--- config.mk ---
export PLATFORM = sky130hd
export DESIGN_NAME = lru_key_value_cache
export DESIGN_NICKNAME = d
export VERILOG_FILES = /design/src/hw/rtl/lrukv_pkg.sv /design/src/hw/rtl/lru_key_value_cache.sv /design/src/hw/rtl/lrukv_store.sv
export SDC_FILE = /design/constraint.sdc
export NUM_CORES = 1
export LEC_CHECK = 0
export BUFFER_PORTS_ARGS = -buffer_cell sky130_fd_sc_hd__clkbuf_2
export CORE_MARGIN = 1
export CORE_UTILIZATION = 30
export CTS_CLUSTER_DIAMETER = 80
export DETAILED_ROUTE_END_ITERATION = 7
export HOLD_SLACK_MARGIN = 0.08
export PLACE_DENSITY = 0.4
export SLEW_MARGIN = 20
export SYNTH_ARGS = -nofsm -noshare
export SYNTH_HDL_FRONTEND = slang
export SYNTH_HIERARCHICAL = 1
export SYNTH_SLANG_ARGS = --single-unit
--- constraint.sdc ---
create_clock -name clk -period 6.2 [get_ports clk]
set_input_delay 1.24 -clock clk [delete_from_list [all_inputs] [get_ports clk]]
set_output_delay 1.24 -clock clk [all_outputs]
set_load 0.03 [all_outputs]
--- src/hw/rtl/lrukv_pkg.sv ---
// Package for the LRU key-value cache: field widths, register map, opcodes
// and the write-enable bundle shared by the top level and the entry store.
// No dependencies.
`default_nettype none

package lrukv_pkg;

    // Default number of entries
    localparam int CAPACITY_DEF = 16;

    // Item fields
    localparam int KEY_W     = 32;
    localparam int VAL_W     = 32;
    localparam int S_DATA_W  = KEY_W + VAL_W;
    localparam int M_DATA_W  = VAL_W;

    // Configuration register
    localparam int              CFG_W       = 5;
    localparam logic [CFG_W-1:0] CAP_RESET  = 5'd16;
    localparam int              APB_DATA_W  = 32;
    localparam int              APB_ADDR_W  = 3;
    localparam int              REG_IDX_W   = APB_ADDR_W - 2;
    localparam logic [REG_IDX_W-1:0] REG_CAPACITY = 1'b0;

    // Opcodes carried on s_tuser
    localparam logic OP_GET = 1'b0;
    localparam logic OP_PUT = 1'b1;

    // Miss result
    localparam logic [VAL_W-1:0] MISS_VALUE = '1;

    // Write enables for the entry store
    typedef struct packed {
        logic key_we;
        logic val_we;
        logic rank_we;
    } lrukv_wen_t;

endpackage

`default_nettype wire

--- src/hw/rtl/lru_key_value_cache.sv ---
// Top level of the LRU key-value cache: sequencer, scan unit and ports.
// Depends on lrukv_pkg and lrukv_store.
//
// Channel   Dir  Handshake         Payload
// s_*       in   tvalid/tready     tuser: opcode; tdata: lookup_key, store_value
// m_*       out  tvalid/tready     tuser: hit;    tdata: read_value
// apb       in   psel/penable      capacity_in_use at byte address 0
//
// Each item makes one scan pass over the entry memories to find the key, a free
// entry and the least recent entry; a put and a get hit then make one pass to
// age ranks. Both passes read one entry per cycle through the single read port.
// s_tready is high only between items. A finished result waits in the output
// register, and the next item is accepted meanwhile; a stalled output holds
// the following get in its result step. Reset is asynchronous and clears all
// entries at once through the valid bits; no clearing pass is needed.
`default_nettype none

module lru_key_value_cache
    import lrukv_pkg::*;
#(
    parameter int CAPACITY = CAPACITY_DEF
)
(
    input  wire logic                  clk,
    input  wire logic                  rst_n,
    // Input stream
    input  wire logic                  s_tvalid,
    output logic                       s_tready,
    input  wire logic [S_DATA_W-1:0]   s_tdata,   // [31:0] lookup_key, [63:32] store_value
    input  wire logic                  s_tuser,   // [0] opcode
    // Output stream
    output logic                       m_tvalid,
    input  wire logic                  m_tready,
    output logic      [M_DATA_W-1:0]   m_tdata,   // [31:0] read_value
    output logic                       m_tuser,   // [0] hit
    // Configuration
    input  wire logic                  psel,
    input  wire logic                  penable,
    input  wire logic                  pwrite,
    input  wire logic [APB_ADDR_W-1:0] paddr,
    input  wire logic [APB_DATA_W-1:0] pwdata,
    output logic      [APB_DATA_W-1:0] prdata,
    output logic                       pready
);

    localparam int IDX_W = (CAPACITY > 1) ? $clog2(CAPACITY) : 1;
    localparam int CNT_W = $clog2(CAPACITY + 1);
    localparam int CMP_W = (CNT_W > CFG_W) ? CNT_W : CFG_W;
    localparam logic [CNT_W-1:0] CAP_CNT = CNT_W'(CAPACITY);
    localparam logic [CMP_W-1:0] CAP_CMP = CMP_W'(CAPACITY);

    typedef enum logic [4:0] {
        ST_IDLE   = 5'b00001,
        ST_SCAN   = 5'b00010,
        ST_DECIDE = 5'b00100,
        ST_PUSH   = 5'b01000,
        ST_SWEEP  = 5'b10000
    } state_t;

    // Control registers
    state_t              state_reg,       state_next;
    logic [CNT_W-1:0]    cnt_reg,         cnt_next;
    logic                pipe_vld_reg,    pipe_vld_next;
    logic [IDX_W-1:0]    pipe_idx_reg,    pipe_idx_next;
    logic                op_reg,          op_next;
    logic                match_found_reg, match_found_next;
    logic [IDX_W-1:0]    match_idx_reg,   match_idx_next;
    logic [IDX_W-1:0]    match_rank_reg,  match_rank_next;
    logic                free_found_reg,  free_found_next;
    logic [IDX_W-1:0]    free_idx_reg,    free_idx_next;
    logic                lru_found_reg,   lru_found_next;
    logic [IDX_W-1:0]    lru_idx_reg,     lru_idx_next;
    logic [IDX_W-1:0]    lru_rank_reg,    lru_rank_next;
    logic [IDX_W-1:0]    tgt_idx_reg,     tgt_idx_next;
    logic [IDX_W-1:0]    lim_rank_reg,    lim_rank_next;
    logic                lim_all_reg,     lim_all_next;
    logic                do_sweep_reg,    do_sweep_next;
    logic [CAPACITY-1:0] valid_reg,       valid_next;
    logic [CNT_W-1:0]    used_reg,        used_next;
    logic [CFG_W-1:0]    cap_reg,         cap_next;
    logic                m_tvalid_reg,    m_tvalid_next;
    logic                hit_reg,         hit_next;

    // Payload registers
    logic [KEY_W-1:0]    key_reg,         key_next;
    logic [VAL_W-1:0]    val_reg,         val_next;
    logic [VAL_W-1:0]    match_val_reg,   match_val_next;
    logic [VAL_W-1:0]    rdval_reg,       rdval_next;

    // Store interface
    logic                rd_en;
    logic [IDX_W-1:0]    rd_addr;
    lrukv_wen_t          wen;
    logic [IDX_W-1:0]    kv_addr;
    logic [IDX_W-1:0]    rank_addr;
    logic [IDX_W-1:0]    rank_wdata;
    logic [KEY_W-1:0]    key_q;
    logic [VAL_W-1:0]    val_q;
    logic [IDX_W-1:0]    rank_q;

    logic [CMP_W-1:0]    cap_ext;
    logic [CMP_W-1:0]    cap_eff;
    logic                fill;
    logic                in_accept;
    logic                cfg_write;

    lrukv_store #(
        .CAPACITY (CAPACITY)
    ) u_store (
        .clk        (clk),
        .rd_en      (rd_en),
        .rd_addr    (rd_addr),
        .wen        (wen),
        .kv_addr    (kv_addr),
        .key_wdata  (key_reg),
        .val_wdata  (val_reg),
        .rank_addr  (rank_addr),
        .rank_wdata (rank_wdata),
        .key_q      (key_q),
        .val_q      (val_q),
        .rank_q     (rank_q)
    );

    // Clamp the configured capacity to 1..CAPACITY
    always_comb
    begin
        cap_ext = CMP_W'(cap_reg);
        if (cap_ext == '0)
        begin
            cap_eff = CMP_W'(1);
        end
        else if (cap_ext > CAP_CMP)
        begin
            cap_eff = CAP_CMP;
        end
        else
        begin
            cap_eff = cap_ext;
        end
    end

    assign fill      = free_found_reg && (CMP_W'(used_reg) < cap_eff);
    assign s_tready  = (state_reg == ST_IDLE);
    assign in_accept = s_tvalid && s_tready;
    assign cfg_write = psel && penable && pwrite && pready;

    // Sequencer
    always_comb
    begin
        state_next       = state_reg;
        cnt_next         = cnt_reg;
        pipe_vld_next    = pipe_vld_reg;
        pipe_idx_next    = pipe_idx_reg;
        op_next          = op_reg;
        match_found_next = match_found_reg;
        match_idx_next   = match_idx_reg;
        match_rank_next  = match_rank_reg;
        free_found_next  = free_found_reg;
        free_idx_next    = free_idx_reg;
        lru_found_next   = lru_found_reg;
        lru_idx_next     = lru_idx_reg;
        lru_rank_next    = lru_rank_reg;
        tgt_idx_next     = tgt_idx_reg;
        lim_rank_next    = lim_rank_reg;
        lim_all_next     = lim_all_reg;
        do_sweep_next    = do_sweep_reg;
        valid_next       = valid_reg;
        used_next        = used_reg;
        cap_next         = cap_reg;
        m_tvalid_next    = m_tvalid_reg;
        hit_next         = hit_reg;
        key_next         = key_reg;
        val_next         = val_reg;
        match_val_next   = match_val_reg;
        rdval_next       = rdval_reg;
        rd_en            = 1'b0;
        rd_addr          = cnt_reg[IDX_W-1:0];
        wen              = '0;
        kv_addr          = tgt_idx_reg;
        rank_addr        = pipe_idx_reg;
        rank_wdata       = '0;

        // Drop a delivered result
        if (m_tvalid_reg && m_tready)
        begin
            m_tvalid_next = 1'b0;
        end

        // Register write
        if (cfg_write && (paddr[APB_ADDR_W-1:2] == REG_CAPACITY))
        begin
            cap_next = pwdata[CFG_W-1:0];
        end

        case (state_reg)
            ST_IDLE:
            begin
                if (in_accept)
                begin
                    op_next          = s_tuser;
                    key_next         = s_tdata[KEY_W-1:0];
                    val_next         = s_tdata[S_DATA_W-1:KEY_W];
                    match_found_next = 1'b0;
                    free_found_next  = 1'b0;
                    lru_found_next   = 1'b0;
                    cnt_next         = '0;
                    pipe_vld_next    = 1'b0;
                    state_next       = ST_SCAN;
                end
            end

            ST_SCAN:
            begin
                // Issue the next entry read
                if (cnt_reg != CAP_CNT)
                begin
                    rd_en         = 1'b1;
                    cnt_next      = cnt_reg + CNT_W'(1);
                    pipe_vld_next = 1'b1;
                    pipe_idx_next = cnt_reg[IDX_W-1:0];
                end
                else
                begin
                    pipe_vld_next = 1'b0;
                end
                // Examine the entry read last cycle
                if (pipe_vld_reg)
                begin
                    if (valid_reg[pipe_idx_reg] && (key_q == key_reg) && !match_found_reg)
                    begin
                        match_found_next = 1'b1;
                        match_idx_next   = pipe_idx_reg;
                        match_rank_next  = rank_q;
                        match_val_next   = val_q;
                    end
                    if (!valid_reg[pipe_idx_reg] && !free_found_reg)
                    begin
                        free_found_next = 1'b1;
                        free_idx_next   = pipe_idx_reg;
                    end
                    if (valid_reg[pipe_idx_reg] && (!lru_found_reg || (rank_q > lru_rank_reg)))
                    begin
                        lru_found_next = 1'b1;
                        lru_idx_next   = pipe_idx_reg;
                        lru_rank_next  = rank_q;
                    end
                    if (cnt_reg == CAP_CNT)
                    begin
                        state_next = ST_DECIDE;
                    end
                end
            end

            ST_DECIDE:
            begin
                cnt_next      = '0;
                pipe_vld_next = 1'b0;
                lim_all_next  = 1'b0;
                if (op_reg == OP_GET)
                begin
                    tgt_idx_next  = match_idx_reg;
                    lim_rank_next = match_rank_reg;
                    do_sweep_next = match_found_reg;
                    state_next    = ST_PUSH;
                end
                else if (match_found_reg)
                begin
                    // Update the value in place
                    kv_addr       = match_idx_reg;
                    wen.val_we    = 1'b1;
                    tgt_idx_next  = match_idx_reg;
                    lim_rank_next = match_rank_reg;
                    state_next    = ST_SWEEP;
                end
                else if (fill)
                begin
                    // Fill the lowest free entry
                    kv_addr                  = free_idx_reg;
                    wen.key_we               = 1'b1;
                    wen.val_we               = 1'b1;
                    valid_next[free_idx_reg] = 1'b1;
                    used_next                = used_reg + CNT_W'(1);
                    tgt_idx_next             = free_idx_reg;
                    lim_all_next             = 1'b1;
                    state_next               = ST_SWEEP;
                end
                else
                begin
                    // Evict the least recent entry
                    kv_addr       = lru_idx_reg;
                    wen.key_we    = 1'b1;
                    wen.val_we    = 1'b1;
                    tgt_idx_next  = lru_idx_reg;
                    lim_rank_next = lru_rank_reg;
                    state_next    = ST_SWEEP;
                end
            end

            ST_PUSH:
            begin
                // Hold until the output register is free, then load the result
                if (!m_tvalid_reg || m_tready)
                begin
                    m_tvalid_next = 1'b1;
                    hit_next      = match_found_reg;
                    rdval_next    = match_found_reg ? match_val_reg : MISS_VALUE;
                    state_next    = do_sweep_reg ? ST_SWEEP : ST_IDLE;
                end
            end

            ST_SWEEP:
            begin
                if (cnt_reg != CAP_CNT)
                begin
                    rd_en         = 1'b1;
                    cnt_next      = cnt_reg + CNT_W'(1);
                    pipe_vld_next = 1'b1;
                    pipe_idx_next = cnt_reg[IDX_W-1:0];
                end
                else
                begin
                    pipe_vld_next = 1'b0;
                end
                // Age entries more recent than the limit (all valid entries on a fill), make the target newest
                if (pipe_vld_reg)
                begin
                    if (pipe_idx_reg == tgt_idx_reg)
                    begin
                        wen.rank_we = 1'b1;
                        rank_wdata  = '0;
                    end
                    else if (valid_reg[pipe_idx_reg] && (lim_all_reg || (rank_q < lim_rank_reg)))
                    begin
                        wen.rank_we = 1'b1;
                        rank_wdata  = rank_q + IDX_W'(1);
                    end
                    if (cnt_reg == CAP_CNT)
                    begin
                        state_next = ST_IDLE;
                    end
                end
            end

            default:
            begin
                state_next = ST_IDLE;
            end
        endcase
    end

    // Control state
    always_ff @(posedge clk or negedge rst_n)
    begin
        if (!rst_n)
        begin
            state_reg       <= ST_IDLE;
            cnt_reg         <= '0;
            pipe_vld_reg    <= 1'b0;
            pipe_idx_reg    <= '0;
            op_reg          <= OP_GET;
            match_found_reg <= 1'b0;
            match_idx_reg   <= '0;
            match_rank_reg  <= '0;
            free_found_reg  <= 1'b0;
            free_idx_reg    <= '0;
            lru_found_reg   <= 1'b0;
            lru_idx_reg     <= '0;
            lru_rank_reg    <= '0;
            tgt_idx_reg     <= '0;
            lim_rank_reg    <= '0;
            lim_all_reg     <= 1'b0;
            do_sweep_reg    <= 1'b0;
            valid_reg       <= '0;
            used_reg        <= '0;
            cap_reg         <= CAP_RESET;
            m_tvalid_reg    <= 1'b0;
            hit_reg         <= 1'b0;
        end
        else
        begin
            state_reg       <= state_next;
            cnt_reg         <= cnt_next;
            pipe_vld_reg    <= pipe_vld_next;
            pipe_idx_reg    <= pipe_idx_next;
            op_reg          <= op_next;
            match_found_reg <= match_found_next;
            match_idx_reg   <= match_idx_next;
            match_rank_reg  <= match_rank_next;
            free_found_reg  <= free_found_next;
            free_idx_reg    <= free_idx_next;
            lru_found_reg   <= lru_found_next;
            lru_idx_reg     <= lru_idx_next;
            lru_rank_reg    <= lru_rank_next;
            tgt_idx_reg     <= tgt_idx_next;
            lim_rank_reg    <= lim_rank_next;
            lim_all_reg     <= lim_all_next;
            do_sweep_reg    <= do_sweep_next;
            valid_reg       <= valid_next;
            used_reg        <= used_next;
            cap_reg         <= cap_next;
            m_tvalid_reg    <= m_tvalid_next;
            hit_reg         <= hit_next;
        end
    end

    // Payload
    always_ff @(posedge clk)
    begin
        key_reg       <= key_next;
        val_reg       <= val_next;
        match_val_reg <= match_val_next;
        rdval_reg     <= rdval_next;
    end

    // Register readback
    always_comb
    begin
        prdata = '0;
        if (paddr[APB_ADDR_W-1:2] == REG_CAPACITY)
        begin
            prdata = APB_DATA_W'(cap_reg);
        end
    end

    assign pready   = 1'b1;
    assign m_tvalid = m_tvalid_reg;
    assign m_tdata  = rdval_reg;
    assign m_tuser  = hit_reg;

endmodule

`default_nettype wire

--- src/hw/rtl/lrukv_store.sv ---
// Entry store of the LRU key-value cache: key, value and age-rank memories
// with one shared registered read port. Depends on lrukv_pkg.
`default_nettype none

module lrukv_store
    import lrukv_pkg::*;
#(
    parameter int CAPACITY = CAPACITY_DEF,
    localparam int IDX_W = (CAPACITY > 1) ? $clog2(CAPACITY) : 1
)
(
    input  wire logic                  clk,
    input  wire logic                  rd_en,
    input  wire logic [IDX_W-1:0]      rd_addr,
    input  wire lrukv_wen_t            wen,
    input  wire logic [IDX_W-1:0]      kv_addr,
    input  wire logic [KEY_W-1:0]      key_wdata,
    input  wire logic [VAL_W-1:0]      val_wdata,
    input  wire logic [IDX_W-1:0]      rank_addr,
    input  wire logic [IDX_W-1:0]      rank_wdata,
    output logic      [KEY_W-1:0]      key_q,
    output logic      [VAL_W-1:0]      val_q,
    output logic      [IDX_W-1:0]      rank_q
);

    logic [KEY_W-1:0] key_mem  [CAPACITY];
    logic [VAL_W-1:0] val_mem  [CAPACITY];
    logic [IDX_W-1:0] rank_mem [CAPACITY];

    // Write ports and registered shared read
    always_ff @(posedge clk)
    begin
        if (wen.key_we)
        begin
            key_mem[kv_addr] <= key_wdata;
        end
        if (wen.val_we)
        begin
            val_mem[kv_addr] <= val_wdata;
        end
        if (wen.rank_we)
        begin
            rank_mem[rank_addr] <= rank_wdata;
        end
        if (rd_en)
        begin
            key_q  <= key_mem[rd_addr];
            val_q  <= val_mem[rd_addr];
            rank_q <= rank_mem[rd_addr];
        end
    end

endmodule

`default_nettype wire

# == After elaboration in Yosys (flattened, before gate mapping) ==
# Memory sizes are Yosys's and may differ from the RTL's. A register that Yosys moved wholly into a read port is not among the register bits.
# Cells that the tools add are included.
# W data, S select, Z words.
# totals
register_bits,205
out_inout_bits,68
ram_bits,1088
latchBits,0
memories,3
mem_bits_ro,0
inputBits,107
elab_cells,165
# classes
div,0
addsub,3
eq_ne,20
mux,63
bitwise_logic,4
shift,0
n_lt_le_gt_ge,7
n_mul,0
n_reduce_logical,39
# memory_table
memory,words,word_bits,read_ports,rd_ports_with_merged_regs,write_ports,line,rtl
u_store.key_mem,16,32,1,1,1,lrukv_store.sv:26,logic [KEY_W-1:0] key_mem [CAPACITY];
u_store.val_mem,16,32,1,1,1,lrukv_store.sv:27,logic [VAL_W-1:0] val_mem [CAPACITY];
u_store.rank_mem,16,4,1,1,1,lrukv_store.sv:28,logic [IDX_W-1:0] rank_mem [CAPACITY];
# ops
cell,count
$mux W5,13
$mux W4,12
$eq A32 B32 Y1,1
$mux W1,28
$pmux W5 S5,1
$ne A2 B2 Y1 const B,8
$or A16 B16 Y16,1
$reduce_and A4 Y1,4
$pmux W5 S3,1
$logic_and A1 B1 Y1,12
$reduce_and A2 Y1,6
$reduce_and A3 Y1,4
$add A5 B1 Y5 const B,2
$eq A5 B5 Y1 const B,2
$lt A4 B5 Y1 const B,2
$pmux W1 S2,3
$reduce_and A6 Y1,1
$eq A5 B1 Y1 const B,1
$eq A5 B2 Y1 const B,1
$eq A5 B3 Y1 const B,1
$eq A5 B4 Y1 const B,1
$gt A5 B5 Y1 const B,1
$logic_not A1 Y1,5
$logic_not A5 Y1,1
18 further kinds,24

# == Depth between registers and ports, before layout ==
# logic_depth
depth_word,9
depth_mapped,12
mapped_depth_nobuf,12

# == By module ==
# The synthesis kept the hierarchy.
# modules_own_cells
module,instances,seq_area_each_um2,area_each_um2,cells_per_inst
lrukv_store,1,34713.3,42871.1,1798
lru_key_value_cache,1,5773.0,8595.7,596

# == Least setup slack after synthesis ==
# OpenSTA, ideal clock, no wires.
# synth_timing
kind,reg-to-reg
start,"reg cap_reg[4], in the netlist cap_ext[4]"
end,mem u_store.val_mem[2][0] (enable)
setup_slack_ps,1904
t_arrival_ps,3875
synth_period_minus_slack_ps,4296
required_time_ps,5779
path_buffers,0
setup_time_ps,421
path_stages_with_launch,12
cell_sequence,dfstp_2 > inv_1 > nand2_1 > ha_1 > o21a_1 > a311oi_1 > o21ai_1 > mux2i_1 > a211oi_1 > a21o_1 > or3b_2 > nor2_1
# synth_via
elab_chain_cells,9
elab_cells_between_ends,10
classes_between,order compare: 2; mux: 6; reduce/logical: 2
# synth_rtl
element,line,rtl
start: declaration,lru_key_value_cache.sv:80,"logic [CFG_W-1:0] cap_reg, cap_next;"
start signal: assignment,lru_key_value_cache.sv:400,cap_reg <= cap_next;
$gt A5 B5 Y1,lru_key_value_cache.sv:132,else if (cap_ext > CAP_CMP)
$mux W5,lru_key_value_cache.sv:132,
$mux W5 (*),lru_key_value_cache.sv:128,if (cap_ext == '0)
$lt A5 B5 Y1 (*),lru_key_value_cache.sv:142,assign fill = free_found_reg && (CMP_W'(used_reg) < cap_eff);
$logic_and A1 B1 Y1 (*),lru_key_value_cache.sv:142,
$mux W4 (*),lru_key_value_cache.sv:275,else if (fill)
$mux W4 (*),lru_key_value_cache.sv:266,else if (match_found_reg)
$mux W4 (*),lru_key_value_cache.sv:259,if (op_reg == OP_GET)
$mux W4 (*),lru_key_value_cache.sv:195,case (state_reg)
via kv_addr[3],lru_key_value_cache.sv:94,logic [IDX_W-1:0] kv_addr;
end: declaration,lrukv_store.sv:27,
# The timed path passes the listed nets; every way through them passes the cells marked *.

# == Worst setup path after layout ==
# layout_timing
start,"reg cap_reg[4], in the netlist cap_ext[4]"
end,mem u_store.val_mem[2][3] (enable)
# The elaborated chain is that of the path after synthesis.

==> reports/metrics.csv <==
stage,metric,value,unit
run_status,status,"complete, no violations",
grt,grt_max_degree,87,
grt,use_met2,0.2430,
critical_path,critPathRequiredTime,6620,ps
critical_path,crit_start,cap_ext[4],
synthesis,ys_seq_area_frac,0.7866,
cts,cts_buffer_depth,3,
critical_path,startpoint_type,register,
cts,cts_tree,built,
critical_path,crit_path_end_kind,register,
synthesis,synth-main-ff-cell,edfxtp_1,
detailed_routing,num_vias,23979,
critical_path,crit_family,compound AO/OA/AOI/OAI gates,
die,initial_core_util,0.3030,
die,fp.dieH,416.2,microns
detailed_routing,finalWirelength,125.5,mm
place,dp_hpwl,71.23,mm
finish,nets,2750,
synthesis,avgSynthCellArea,21.50,sq um
cts,root_buffer,clkbuf_16,
cts,clock_latency,780,ps
sta,layout_worst_path_cycle_share,0.7537,
die,ios,175,
detailed_routing,vias_per_cell,4.818,
grt,grtUsageMet1,0.1959,
detailed_routing,firstDrtPassIters,5,
sta,fin_skew,30.54,ps
critical_path,r2r_slack,1530,ps
sta,finalHoldViolCount,0,
synthesis,yosys_warnings,6,
finish,instances_no_fill,4977,
sta,worst_pin_slew,1115,ps
critical_path,path_buf_inv,2,
sta,tns,0,ps
finish,drive_above_1_share,0.2777,
die,die_area,173200,sq um
synthesis,async_flop_share,0.05658,
synthesis,synthSimpleGateAreaFrac,0.02771,
grt,met3_usage,0.02623,
grt,gr-usage-all-layers,0.1460,
die,die_w,416.2,microns
grt,grt_pass1_wl,182.8,mm
sta,min_period,4673,ps
detailed_routing,detail_route.wl_per_cell,25.22,microns
finish,design_area,60220,sq um
critical_path,cpPeakStageDelay,740,ps
cts,clk_pin_slew_worst_paths,60,ps
pwr,ir_drop,0.2831,mV
place,dp_slack,1512,ps
sta,report.final.setup_viol,0,
critical_path,timing.rr.start,cap_ext[4],
synthesis,synth_xor_area_frac,0.007658,
sta,slew_headroom,0.2569,
die,num_rows,151,
synthesis,synth_top_family_by_area,multiplexers,
pwr,cellPowerDensity,393.4,nW/um^2
place,dp.cells,4689,
grt,gr-total-overflow,0,
grt,grt_pass1_vias,25926,
sta,rsz0062_at_grt,no,
die,core_area,169800,sq um
synthesis,synth_area,51470,sq um
cts,post_cts_resized,0,
critical_path,arrival,5100,ps
synthesis,synth.distinct_cells,63,
synthesis,synth_edf_count,1284,
cts,htreeDepth,4,
detailed_routing,drcViolationCount,0,
pwr,leakage,19.33,nW
cts,cts_hold_buf,0,
grt,antenna_found_initial,2,
synthesis,synth_mux_area_frac,0.1287,
finish,post-route-util,0.3545,
critical_path,path_cells,"inv_1, nand2_1, ha_1, o21a_1, a311oi_1, o21ai_1, mux2i_1, a211oi_1, a21o_1, nand2b_1, nor2_4, buf_4",
worst_hold_path,min_path_type,input port to async pin,
sta,max_freq,214.0,MHz
place,dpl-instance-area,55090,sq um
pwr,p_total,23.69,mW
synthesis,synthCells,2394,
critical_path,worstPathMaxFanout,19,
finish,synthToLayoutAreaGrowth,17.00,%
synthesis,synth_fa_ha_area_frac,0.003647,
cts,cts_setup_buffers,0,
flow_run,drv_cap,0,
synthesis,synth_seq_cells,1361,
critical_path,critical_path_class,register to register,
detailed_routing,drt_iter0_drc,1755,
sta,hold_slack,280.5,ps
critical_path,slowest_stage,nor2_4,
sta,worst_slack,1527,ps
place,portBuffers,117,
detailed_routing,drtAntennaViolNets,0,
place,gp_routability_congestion,0.7173,
grt,busiest_layer,met2,
cts,cts_made_buffers,155,
synthesis,synth_compound_area_frac,0.03029,
finish,largestRegisters,"u_store/key_mem x512, u_store/val_mem x512, u_store/rank_mem x64",
cts,cts_sinks,1361,
sta,slew_violations,0,
## area by class of cell
cell class              instances  area (sq um)
inverters                      21         81.33
flip-flops and latches       1361         40500
repair buffers                190          1161
fillers                     15599        109600
multi-input cells             899         10580
well taps                    2218          2775
clock buffers                 189          4038
diodes                          1         2.502
clock inverters                98          1084
## path summary, 6_finish.rpt
check / cells past startpoint / end
max: 12 / u_store/val_mem[2][3]
min: 1 / used_reg[3]
max reg2reg: 12 / u_store/val_mem[2][3]
min reg2reg: 0 / match_val_reg[0]
max in group asynchronous: 2 / cnt_reg[0]
min in group clk: 0 / match_val_reg[0]
## cell families after synthesis
kind of cell               after synthesis
adders and majority gates               15
AOI/OAI and AO/OA                      215
other                                    2
DFF                                   1361
and+or+nand+nor                        284
buffers and inverters                  160
xor gates and xnor gates                45
muxes                                  312
## metal layers
layer  vias to the layer above  share of wire
met3                       166          0.037
li1                      10319              -
met5                         -              0
met2                       488           0.50
met4                         0          0.021
met1                     13006           0.45
## worst reg2reg max path: stages (launching register included)
cell,delay (ps)
dfstp_2,380
inv_1,130
nand2_1,80
ha_1,300
o21a_1,120
a311oi_1,50
o21ai_1,730
mux2i_1,210
a211oi_1,360
a21o_1,220
nand2b_1,500
nor2_4,740
buf_4,490
## cell usage in the layout (no fill, tap or decap), types with 5 or more instances in the layout
cell / instances
clkinv_1: 33
nand2_1: 95
clkinv_2: 24
mux2_2: 16
dfrtp_1: 72
xor2_1: 33
mux4_2: 277
a21o_1: 15
inv_1: 19
nand3b_1: 8
nand4_1: 6
edfxtp_1: 1284
inv_16: 5
ha_1: 15
conb_1: 28
nor2_4: 33
xnor2_1: 12
bufinv_16: 15
o21ai_0: 18
a22oi_1: 136
mux2i_1: 7
clkbuf_16: 156
nor2b_1: 8
mux2_1: 12
nand2b_1: 42
clkbuf_2: 116
o21bai_1: 8
a21oi_1: 7
clkbuf_1: 32
buf_4: 72
nor3_1: 8
inv_6: 6
nand3_1: 12
nor4_1: 10
nor2_1: 33
## synthesized netlist by cell type (3+ instances only)
library cell  number  share of area
edfxtp_1        1284           0.75
mux4_2           277           0.12
a22oi_1          136          0.020
nand2_1           95         0.0069
dfrtp_1           75          0.036
clkbuf_1          69         0.0050
nor2_1            68         0.0050
nand2b_1          42         0.0051
buf_4             37         0.0054
xor2_1            33         0.0056
buf_2             28         0.0027
inv_1             20         0.0015
o21ai_0           18         0.0018
mux2_2            16         0.0035
a21o_1            15         0.0022
ha_1              15         0.0036
mux2_1            12         0.0026
nand3_1           12         0.0012
xnor2_1           12         0.0020
nor2b_1           11         0.0013
nor4_1            10         0.0012
nand3b_1           8         0.0012
nor3_1             8        0.00078
o21bai_1           8         0.0012
a21oi_1            7        0.00068
mux2i_1            7         0.0014
nand4_1            6        0.00073
a211o_1            4        0.00068
a211oi_1           4        0.00058
buf_1              4        0.00029
nor3b_1            4        0.00058
a31oi_1            3        0.00036
and3b_1            3        0.00051
o22ai_1            3        0.00036
or3b_2             3        0.00051
## power breakdown
| group | total, mW | switching (mW) | internal, mW |
|---|---|---|---|
| Combinational | 3.15 | 1.78 | 1.37 |
| Sequential | 11.4 | 0.594 | 10.8 |
| Clock | 9.10 | 3.78 | 5.33 |
| Total | 23.7 | 6.15 | 17.5 |
(Power assumes the default switching activity.)
